`src/hhw_pkg.sv`:
```
package hhw_pkg;

  // Number of watched components and bits compared per heartbeat counter.
  localparam int unsigned Components = 4;
  localparam int unsigned CountBits  = 16;
  localparam int unsigned SlotBits   = 16;
  localparam int unsigned IdxW       = (Components > 1) ? $clog2(Components) : 1;

  localparam int unsigned TimeW  = 32;
  localparam int unsigned MemW   = 24;
  localparam int unsigned RunW   = 8;
  localparam int unsigned BeatsW = 64;

  localparam int unsigned CfgIdxW  = 3;
  localparam int unsigned CfgDataW = 32;

  localparam int unsigned InDataW  = 128;
  localparam int unsigned OutDataW = 64;

  localparam logic [MemW-1:0]  MemFloorRst     = MemW'(12 * 1024);
  localparam logic [RunW-1:0]  BreachLimitRst  = RunW'(5);
  localparam logic [TimeW-1:0] StallLimitRst   = TimeW'(20000);
  localparam logic [TimeW-1:0] FastPassRst     = TimeW'(30 * 1000);
  localparam logic [TimeW-1:0] CeilingPassRst  = TimeW'(60 * 1000);
  localparam logic [MemW-1:0]  MemAllOnes      = {MemW{1'b1}};
  localparam logic [RunW-1:0]  RunMax          = {RunW{1'b1}};

  typedef enum logic [2:0] {
    VerdictRunning = 3'd0,
    VerdictFast    = 3'd1,
    VerdictCeiling = 3'd2,
    VerdictMemory  = 3'd3,
    VerdictStall   = 3'd4
  } verdict_e;

  typedef enum logic [CfgIdxW-1:0] {
    CfgMemFloor    = 3'd0,
    CfgBreachLimit = 3'd1,
    CfgStallLimit  = 3'd2,
    CfgFastPass    = 3'd3,
    CfgCeilingPass = 3'd4
  } cfg_idx_e;

  typedef enum logic {
    ReqArm    = 1'b0,
    ReqSample = 1'b1
  } req_e;

  typedef struct packed {
    logic [MemW-1:0]  memory_floor;
    logic [RunW-1:0]  breach_limit;
    logic [TimeW-1:0] stall_limit_ms;
    logic [TimeW-1:0] fast_pass_ms;
    logic [TimeW-1:0] ceiling_pass_ms;
  } cfg_t;

  typedef struct packed {
    req_e               req_type;
    logic [TimeW-1:0]   now_ms;
    logic [MemW-1:0]    free_memory;
    logic [BeatsW-1:0]  beat_counts;
    logic               env_ok;
  } item_t;

  typedef struct packed {
    verdict_e           verdict;
    logic [1:0]         stalled_index;
    logic [MemW-1:0]    lowest_memory;
    logic [TimeW-1:0]   elapsed_ms;
  } result_t;

endpackage

```
`src/hhw_cfg.sv`:
```
module hhw_cfg (
  input  logic                               clk_i,
  input  logic                               rst_ni,
  input  logic                               cfg_valid_i,
  input  logic [hhw_pkg::CfgIdxW-1:0]        cfg_index_i,
  input  logic [hhw_pkg::CfgDataW-1:0]       cfg_data_i,
  output hhw_pkg::cfg_t                      cfg_o
);

  hhw_pkg::cfg_t cfg_d, cfg_q;

  always_comb begin
    cfg_d = cfg_q;
    if (cfg_valid_i) begin
      unique case (hhw_pkg::cfg_idx_e'(cfg_index_i))
        hhw_pkg::CfgMemFloor:    cfg_d.memory_floor    = cfg_data_i[hhw_pkg::MemW-1:0];
        hhw_pkg::CfgBreachLimit: cfg_d.breach_limit    = cfg_data_i[hhw_pkg::RunW-1:0];
        hhw_pkg::CfgStallLimit:  cfg_d.stall_limit_ms  = cfg_data_i[hhw_pkg::TimeW-1:0];
        hhw_pkg::CfgFastPass:    cfg_d.fast_pass_ms    = cfg_data_i[hhw_pkg::TimeW-1:0];
        hhw_pkg::CfgCeilingPass: cfg_d.ceiling_pass_ms = cfg_data_i[hhw_pkg::TimeW-1:0];
        default: ;  // unmapped index, dropped
      endcase
    end
  end

  always_ff @(posedge clk_i or negedge rst_ni) begin
    if (!rst_ni) begin
      cfg_q.memory_floor    <= hhw_pkg::MemFloorRst;
      cfg_q.breach_limit    <= hhw_pkg::BreachLimitRst;
      cfg_q.stall_limit_ms  <= hhw_pkg::StallLimitRst;
      cfg_q.fast_pass_ms    <= hhw_pkg::FastPassRst;
      cfg_q.ceiling_pass_ms <= hhw_pkg::CeilingPassRst;
    end else begin
      cfg_q <= cfg_d;
    end
  end

  assign cfg_o = cfg_q;

endmodule

```
`src/hhw_core.sv`:
```
module hhw_core (
  input  logic              clk_i,
  input  logic              rst_ni,
  input  logic              step_i,
  input  hhw_pkg::item_t    item_i,
  input  hhw_pkg::cfg_t     cfg_i,
  output hhw_pkg::result_t  result_o
);

  localparam int unsigned N = hhw_pkg::Components;

  logic [hhw_pkg::CountBits-1:0] prev_q [N];
  logic [hhw_pkg::CountBits-1:0] prev_d [N];
  logic [hhw_pkg::TimeW-1:0]     chg_q  [N];
  logic [hhw_pkg::TimeW-1:0]     chg_d  [N];
  logic [hhw_pkg::TimeW-1:0]     arm_q, arm_d;
  logic [hhw_pkg::RunW-1:0]      run_q, run_d;
  logic [hhw_pkg::MemW-1:0]      low_q, low_d;
  hhw_pkg::verdict_e             held_q, held_d;
  logic [hhw_pkg::IdxW-1:0]      idx_q, idx_d;

  logic [hhw_pkg::CountBits-1:0] beat    [N];
  logic [N-1:0]                  changed;
  logic [N-1:0]                  stale;
  logic [N-1:0]                  upd;
  logic                          blocked;
  logic [hhw_pkg::IdxW-1:0]      stall_idx;
  logic [hhw_pkg::RunW-1:0]      run_inc;
  logic                          breach;
  logic                          mem_trip;
  logic [hhw_pkg::TimeW-1:0]     elapsed;
  hhw_pkg::verdict_e             sample_verdict;

  // Per-component change / stale detection.
  always_comb begin
    for (int i = 0; i < N; i++) begin
      beat[i]    = item_i.beat_counts[hhw_pkg::SlotBits*i +: hhw_pkg::CountBits];
      changed[i] = (beat[i] != prev_q[i]);
      stale[i]   = !changed[i] && ((item_i.now_ms - chg_q[i]) > cfg_i.stall_limit_ms);
    end
  end

  // Breach run and memory trip.
  assign breach   = (item_i.free_memory < cfg_i.memory_floor);
  assign run_inc  = (run_q == hhw_pkg::RunMax) ? run_q : run_q + 1'b1;
  assign mem_trip = breach && (run_inc >= cfg_i.breach_limit);
  assign elapsed  = item_i.now_ms - arm_q;

  // First stale component wins; only components before it take a new change time, and none on a memory trip.
  always_comb begin
    blocked   = 1'b0;
    stall_idx = '0;
    upd       = '0;
    for (int i = 0; i < N; i++) begin
      upd[i] = changed[i] && !blocked && !mem_trip;
      if (!blocked && stale[i]) begin
        stall_idx = hhw_pkg::IdxW'(i);
      end
      blocked = blocked | stale[i];
    end
  end

  always_comb begin
    if (mem_trip) begin
      sample_verdict = hhw_pkg::VerdictMemory;
    end else if (blocked) begin
      sample_verdict = hhw_pkg::VerdictStall;
    end else if ((elapsed >= cfg_i.fast_pass_ms) && item_i.env_ok) begin
      sample_verdict = hhw_pkg::VerdictFast;
    end else if (elapsed >= cfg_i.ceiling_pass_ms) begin
      sample_verdict = hhw_pkg::VerdictCeiling;
    end else begin
      sample_verdict = hhw_pkg::VerdictRunning;
    end
  end

  // Next state.
  always_comb begin
    prev_d = prev_q;
    chg_d  = chg_q;
    arm_d  = arm_q;
    run_d  = run_q;
    low_d  = low_q;
    held_d = held_q;
    idx_d  = idx_q;
    if (step_i) begin
      if (item_i.req_type == hhw_pkg::ReqArm) begin
        for (int i = 0; i < N; i++) begin
          prev_d[i] = beat[i];
          chg_d[i]  = item_i.now_ms;
        end
        arm_d  = item_i.now_ms;
        run_d  = '0;
        low_d  = hhw_pkg::MemAllOnes;
        held_d = hhw_pkg::VerdictRunning;
        idx_d  = '0;
      end else if (held_q == hhw_pkg::VerdictRunning) begin
        if (item_i.free_memory < low_q) begin
          low_d = item_i.free_memory;
        end
        run_d = breach ? run_inc : '0;
        for (int i = 0; i < N; i++) begin
          if (upd[i]) begin
            prev_d[i] = beat[i];
            chg_d[i]  = item_i.now_ms;
          end
        end
        held_d = sample_verdict;
        idx_d  = (sample_verdict == hhw_pkg::VerdictStall) ? stall_idx : '0;
      end
    end
  end

  always_ff @(posedge clk_i or negedge rst_ni) begin
    if (!rst_ni) begin
      for (int i = 0; i < N; i++) begin
        prev_q[i] <= '0;
        chg_q[i]  <= '0;
      end
      arm_q  <= '0;
      run_q  <= '0;
      low_q  <= hhw_pkg::MemAllOnes;
      held_q <= hhw_pkg::VerdictRunning;
      idx_q  <= '0;
    end else begin
      prev_q <= prev_d;
      chg_q  <= chg_d;
      arm_q  <= arm_d;
      run_q  <= run_d;
      low_q  <= low_d;
      held_q <= held_d;
      idx_q  <= idx_d;
    end
  end

  // Result reflects state after this item.
  assign result_o.verdict       = held_d;
  assign result_o.stalled_index = (held_d == hhw_pkg::VerdictStall) ? 2'(idx_d) : 2'd0;
  assign result_o.lowest_memory = low_d;
  assign result_o.elapsed_ms    = item_i.now_ms - arm_d;

  // A decided verdict sticks until an arm request.
  a_held_sticky: assert property (@(posedge clk_i) disable iff (!rst_ni)
    (held_q != hhw_pkg::VerdictRunning) && !(step_i && item_i.req_type == hhw_pkg::ReqArm)
    |=> $stable(held_q) && $stable(low_q) && $stable(run_q))
    else $error("held verdict changed without arm");

  // Arm captures the baseline time.
  a_arm_time: assert property (@(posedge clk_i) disable iff (!rst_ni)
    step_i && item_i.req_type == hhw_pkg::ReqArm
    |=> (arm_q == $past(item_i.now_ms)) && (held_q == hhw_pkg::VerdictRunning))
    else $error("arm did not capture baseline");

  // Stall index only carried with a stall verdict.
  a_idx_zero: assert property (@(posedge clk_i) disable iff (!rst_ni)
    (held_q != hhw_pkg::VerdictStall) |-> (idx_q == '0))
    else $error("stall index set without stall verdict");

  // Low mark never rises except on arm.
  a_low_mono: assert property (@(posedge clk_i) disable iff (!rst_ni)
    !(step_i && item_i.req_type == hhw_pkg::ReqArm) |=> (low_q <= $past(low_q)))
    else $error("low memory mark rose");

endmodule

```
`src/heartbeat_health_watchdog.sv`:
```
// channel   dir  handshake                      payload
// s_axis    in   s_axis_tvalid_i/tready_o       tuser: req_type; tdata: sample fields
// m_axis    out  m_axis_tvalid_o/tready_i       tdata: verdict, index, low mark, elapsed
// cfg       in   cfg_valid_i/cfg_ready_o        cfg_index_i, cfg_data_i
//
// One request per cycle unless m_axis stalls: a request waits in the input register,
// is evaluated in one pass and lands in the output register.
// Throughput is set by the output register; when it is full and m_axis_tready_i is
// low, one more request is still taken into the input register, then tready drops.
// rst_ni is asynchronous, active low; config returns to its defaults, no clearing pass.
// Config is always accepted and takes effect on the next cycle.
module heartbeat_health_watchdog (
  input  logic                              clk_i,
  input  logic                              rst_ni,
  // sample / arm requests
  input  logic                              s_axis_tvalid_i,
  output logic                              s_axis_tready_o,
  // [31:0] now_ms, [55:32] free_memory, [119:56] beat_counts, [120] env_ok, rest 0
  input  logic [hhw_pkg::InDataW-1:0]       s_axis_tdata_i,
  // [0] req_type
  input  logic                              s_axis_tuser_i,
  // results
  output logic                              m_axis_tvalid_o,
  input  logic                              m_axis_tready_i,
  // [2:0] verdict, [4:3] stalled_index, [28:5] lowest_memory, [60:29] elapsed_ms, rest 0
  output logic [hhw_pkg::OutDataW-1:0]      m_axis_tdata_o,
  // config write
  input  logic                              cfg_valid_i,
  output logic                              cfg_ready_o,
  input  logic [hhw_pkg::CfgIdxW-1:0]       cfg_index_i,
  input  logic [hhw_pkg::CfgDataW-1:0]      cfg_data_i
);

  localparam int unsigned ResW = $bits(hhw_pkg::result_t);

  hhw_pkg::cfg_t    cfg;
  hhw_pkg::item_t   in_item_d, in_item_q;
  hhw_pkg::result_t result;
  logic             in_valid_d, in_valid_q;
  logic             out_valid_d, out_valid_q;
  logic [hhw_pkg::OutDataW-1:0] out_data_d, out_data_q;
  logic             in_fire, out_free, step;

  assign cfg_ready_o = 1'b1;

  hhw_cfg u_cfg (
    .clk_i       (clk_i),
    .rst_ni      (rst_ni),
    .cfg_valid_i (cfg_valid_i),
    .cfg_index_i (cfg_index_i),
    .cfg_data_i  (cfg_data_i),
    .cfg_o       (cfg)
  );

  assign out_free        = !out_valid_q || m_axis_tready_i;
  assign step            = in_valid_q && out_free;
  assign s_axis_tready_o = !in_valid_q || out_free;
  assign in_fire         = s_axis_tvalid_i && s_axis_tready_o;

  // Unpack the request.
  always_comb begin
    in_item_d             = in_item_q;
    if (in_fire) begin
      in_item_d.req_type    = hhw_pkg::req_e'(s_axis_tuser_i);
      in_item_d.now_ms      = s_axis_tdata_i[31:0];
      in_item_d.free_memory = s_axis_tdata_i[55:32];
      in_item_d.beat_counts = s_axis_tdata_i[119:56];
      in_item_d.env_ok      = s_axis_tdata_i[120];
    end
  end

  always_comb begin
    in_valid_d = in_valid_q;
    if (in_fire) begin
      in_valid_d = 1'b1;
    end else if (step) begin
      in_valid_d = 1'b0;
    end
  end

  hhw_core u_core (
    .clk_i    (clk_i),
    .rst_ni   (rst_ni),
    .step_i   (step),
    .item_i   (in_item_q),
    .cfg_i    (cfg),
    .result_o (result)
  );

  // Pack the result, verdict in the low bits.
  always_comb begin
    out_valid_d = out_valid_q;
    out_data_d  = out_data_q;
    if (step) begin
      out_valid_d = 1'b1;
      out_data_d  = {{(hhw_pkg::OutDataW-ResW){1'b0}},
                     result.elapsed_ms, result.lowest_memory,
                     result.stalled_index, result.verdict};
    end else if (m_axis_tready_i) begin
      out_valid_d = 1'b0;
    end
  end

  always_ff @(posedge clk_i or negedge rst_ni) begin
    if (!rst_ni) begin
      in_valid_q  <= 1'b0;
      out_valid_q <= 1'b0;
    end else begin
      in_valid_q  <= in_valid_d;
      out_valid_q <= out_valid_d;
    end
  end

  always_ff @(posedge clk_i) begin
    in_item_q  <= in_item_d;
    out_data_q <= out_data_d;
  end

  assign m_axis_tvalid_o = out_valid_q;
  assign m_axis_tdata_o  = out_data_q;

endmodule
```
`config.mk`:
```
export PLATFORM = sky130hd
export DESIGN_NAME = heartbeat_health_watchdog
export DESIGN_NICKNAME = d
export VERILOG_FILES = /design/src/hhw_pkg.sv /design/src/hhw_cfg.sv /design/src/hhw_core.sv /design/src/heartbeat_health_watchdog.sv
export SDC_FILE = /design/constraint.sdc
export NUM_CORES = 1
export LEC_CHECK = 0
export BUFFER_PORTS_ARGS = -buffer_cell sky130_fd_sc_hd__buf_4
export CAP_MARGIN = 40
export CORE_ASPECT_RATIO = 1.5
export CORE_UTILIZATION = 62
export CTS_CLUSTER_SIZE = 10
export DETAILED_ROUTE_END_ITERATION = 10
export GPL_ROUTABILITY_DRIVEN = 0
export MAX_ROUTING_LAYER = met4
export PLACE_DENSITY = 0.81
export SETUP_SLACK_MARGIN = 0.1
export SLEW_MARGIN = 30
export SYNTH_ARGS = -nofsm -noshare
export SYNTH_HDL_FRONTEND = slang
export SYNTH_SLANG_ARGS = --single-unit
```
`constraint.sdc`:
```
create_clock -name clk_i -period 6.25 [get_ports clk_i]
set_input_delay 1.875 -clock clk_i [delete_from_list [all_inputs] [get_ports clk_i]]
set_output_delay 1.875 -clock clk_i [all_outputs]
set_load 0.1 [all_outputs]
```
==> results.py <==
metrics = {
    "status": {
        "outcome": "completed",
    },
    "final_layout": {
        "finalNonFillerCells": 4654,
        "nets": 4437,
        "design_area_um2": 42000,
        "utilization": 0.727,
        "area_growth_pct": 16.0,
        "drive_above_1_share": 0.181,
        "fillers": 4149,
    },
    "setup_path": {
        "critical-path-slowest-cell": "edfxtp_1",
        "r2r_cells": 26,
        "regToRegSetupSlack_ps": 250,
        "cp_data_arrival_time_ps": 6500,
        "critPathBufInv": 5,
        "path_delay_family": "compound AO/OA/AOI/OAI gates",
        "crit_type": "reg -> reg",
        "end_kind": "flip-flop",
        "r2r-start": "in_item_q[90]$_DFFE_PP_",
        "crit_required_ps": 6750,
        "crit_path_frequent_cell": "a21oi_2",
        "max_stage_delay_ps": 520,
        "cp_max_fo": 12,
        "cp-start-kind": "flip-flop",
        "reg2reg_to": "u_core.chg_q[32]$_DFFE_PN0P_",
    },
    "logic_synthesis": {
        "synth_seq_cells": 574,
        "synth_top_area_cell": "dfrtp_1",
        "syn_area_um2": 36200,
        "yosysWarnings": 0,
        "synth_common_cells": "ha_1, inv_1, dfrtp_1",
        "synth_edf_count": 183,
        "syn-instance-count": 3500,
        "yosysMostFrequentCell": "ha_1",
        "synth_seq_area_share": 0.424,
        "synth_area_leaders": "dfrtp_1, edfxtp_1, ha_1",
        "yosysUniqueCellTypes": 83,
        "synthArstFlopShare": 0.681,
        "avgSynthCellArea_um2": 10.3,
        "synth_top_area_frac": 0.238,
        "synthFlopType": "dfrtp_1",
    },
    "power_and_ir_drop": {
        "cellPowerDensity_nw_per_um2": 470,
        "leakage_nw": 19.5,
        "peakVddDrop_mv": 0.444,
        "total_power_w": 0.0197,
    },
    "route": {
        "drtPass1Iterations": 5,
        "ant_nets": 0,
        "wl_um": 90200,
        "via_per_inst": 5.86,
        "wl_per_cell_um": 19.4,
        "drtIter0Drc": 1470,
        "vias": 27300,
        "drc_errors": 0,
    },
    "floorplan": {
        "dieArea_um2": 59300,
        "coreArea_um2": 57700,
        "die_y_um": 298,
        "ios": 236,
        "die_width_um": 199,
        "start_util": 0.627,
        "rows": 108,
    },
    "sta": {
        "min_period_ps": 6000,
        "skew_ps": 24.6,
        "slew_headroom": 0.387,
        "drv_slew": 0,
        "worst_slew_pin_slew_ps": 916,
        "finalHoldViolCount": 0,
        "fin_setup_tns_ps": 0,
        "min_period_over_period": 0.959,
        "fmax_ghz": 0.167,
        "setup_viol": 0,
    },
    "clock_network": {
        "clockRootBuffer": "clkbuf_16",
        "hold_buffers": 0,
        "cts_buffers": 68,
        "cts.sinks": 574,
        "cts_buffer_depth": 3,
        "cts_tree": "built",
        "insertion_delay_ps": 640,
        "clkTransAtPathRegs_ps": 60,
        "htreeDepth": 3,
    },
    "min_path": {
        "hold_class": "reg -> reg",
        "whs_path_depth": 1,
        "holdPathEnd": "u_core.chg_q[61]$_DFFE_PN0P_",
        "min_from": "u_core.chg_q[61]$_DFFE_PN0P_",
    },
    "global_route": {
        "grt_pass1_wl_um": 139000,
        "grt_pass1_vias": 27200,
        "grt_max_degree": 117,
        "antenna_found_initial": 1,
        "grt-ovfl-total": 0,
        "grtUsageTotal": 0.311,
    },
    "job": {
        "drv_cap": 0,
    },
    "placed_design": {
        "hpwl_um": 65800,
        "portBuffers": 224,
        "numPlacedInstances": 4496,
        "dpl-instance-area_um2": 39200,
    },
}
where the power goes:
part	internal, W	switching [W]	total (W)	leakage, nW
registers	0.00503	0.000531	0.00557	6.35
clock network	0.00211	0.00163	0.00374	0.985
logic	0.00454	0.00589	0.0104	12.2
total	0.0117	0.00805	0.0197	19.5
flip-flops by register name (all words and copies together), names as in the netlist, 8 cells and up:
signal / count
in_item_q: 122
m_axis_tdata_o: 61
u_cfg.cfg_o: 128
u_core.arm_q: 32
u_core.chg_q: 128
u_core.low_q: 24
u_core.prev_q: 64
u_core.run_q: 8
layer usage:
| metal | wire (um) | track usage | vias up |
|---|---|---|---|
| met2 | 45400 | 0.528 | 735 |
| li1 | - | - | 13100 |
| met1 | 34200 | 0.338 | 13100 |
| met4 | 6790 | 0.208 | 0 |
| met5 | 0 | - | - |
| met3 | 3850 | 0.0393 | 282 |
worst register-to-register path, delay by kind of cell (launching register included):
kind,cells,cell delay [ps]
compound gates,16,3150
buf+inv,5,930
fa+ha+maj,2,660
flops,1,520
mux,1,370
simple gates,1,150
xor+xnor,1,90
cells in the final DEF, fill, tap and decap left out, types with 17 or more instances in the layout:
master | Yosys | final
nand3_1 | 97 | 97
dfstp_2 | 47 | 47
a21o_1 | 159 | 159
ha_1 | 433 | 432
nand4_1 | 65 | 65
buf_4 | 10 | 299
o21ai_0 | 260 | 254
mux2_1 | 60 | 54
edfxtp_1 | 183 | 183
o21a_1 | 40 | 40
mux2_2 | 169 | 169
nor3_1 | 41 | 38
o211ai_1 | 17 | 17
nand2b_1 | 38 | 38
clkbuf_1 | 46 | 44
inv_1 | 394 | 393
clkbuf_16 | 0 | 73
nor2_1 | 146 | 145
a21oi_1 | 200 | 190
o21bai_1 | 28 | 28
dfrtp_1 | 344 | 344
nor2b_1 | 36 | 35
xnor2_1 | 169 | 169
nand2_1 | 204 | 203
xor2_1 | 55 | 55
cell type report:
class                      count  area, um2  area share
timing repair buffer         329       2840      0.0677
tap                          770        963      0.0230
clock inverter                 9        165     0.00394
inverter                     394       1480      0.0353
multi-input combinational   2462      19300       0.459
clock buffer                 115       1910      0.0455
antenna                        1       2.50   0.0000596
sequential                   574      15300       0.366
logic make-up after synthesis:
group | share of synthesized area
adders and majority gates | 0.153
xor gates and xnor gates | 0.0542
buffers and inverters | 0.0509
DFF | 0.424
and+or+nand+nor | 0.0952
AOI/OAI and AO/OA | 0.151
other | 0.000208
muxes | 0.0713
worst max path at each step:
stage                             from                            to  slack, ps  depth (start not counted)
2_1_floorplan          m_axis_tready_i        in_item_q[0]$_DFFE_PP_        180                          2
5_1_grt        in_item_q[90]$_DFFE_PP_  u_core.chg_q[32]$_DFFE_PN0P_        -20                         26
4_1_cts        in_item_q[95]$_DFFE_PP_   m_axis_tdata_o[1]$_DFFE_PP_        100                         21
6_report       in_item_q[90]$_DFFE_PP_  u_core.chg_q[32]$_DFFE_PN0P_        250                         26
3_3_place_gp           m_axis_tready_i  m_axis_tdata_o[59]$_DFFE_PP_       -150                         19
3_5_place_dp           m_axis_tready_i  m_axis_tdata_o[59]$_DFFE_PP_       -200                         19
repair_timing:
action / CTS / global route
endpoints found under the hold margin: 0 / 0
endpoints found under the setup margin: 0 / 153
resized for setup: 0 / 52
buffers inserted: 0 / 22
per-stage QoR:
stage | hold slack (ps) | setup WS (ps)
final | 482 | 254
after global routing | 495 | -15.7
after CTS | 488 | 100
after detailed placement | 475 | -202
after global placement | 467 | -154
after floorplan | 446 | 183
Power figures use the tool's default switching activity.
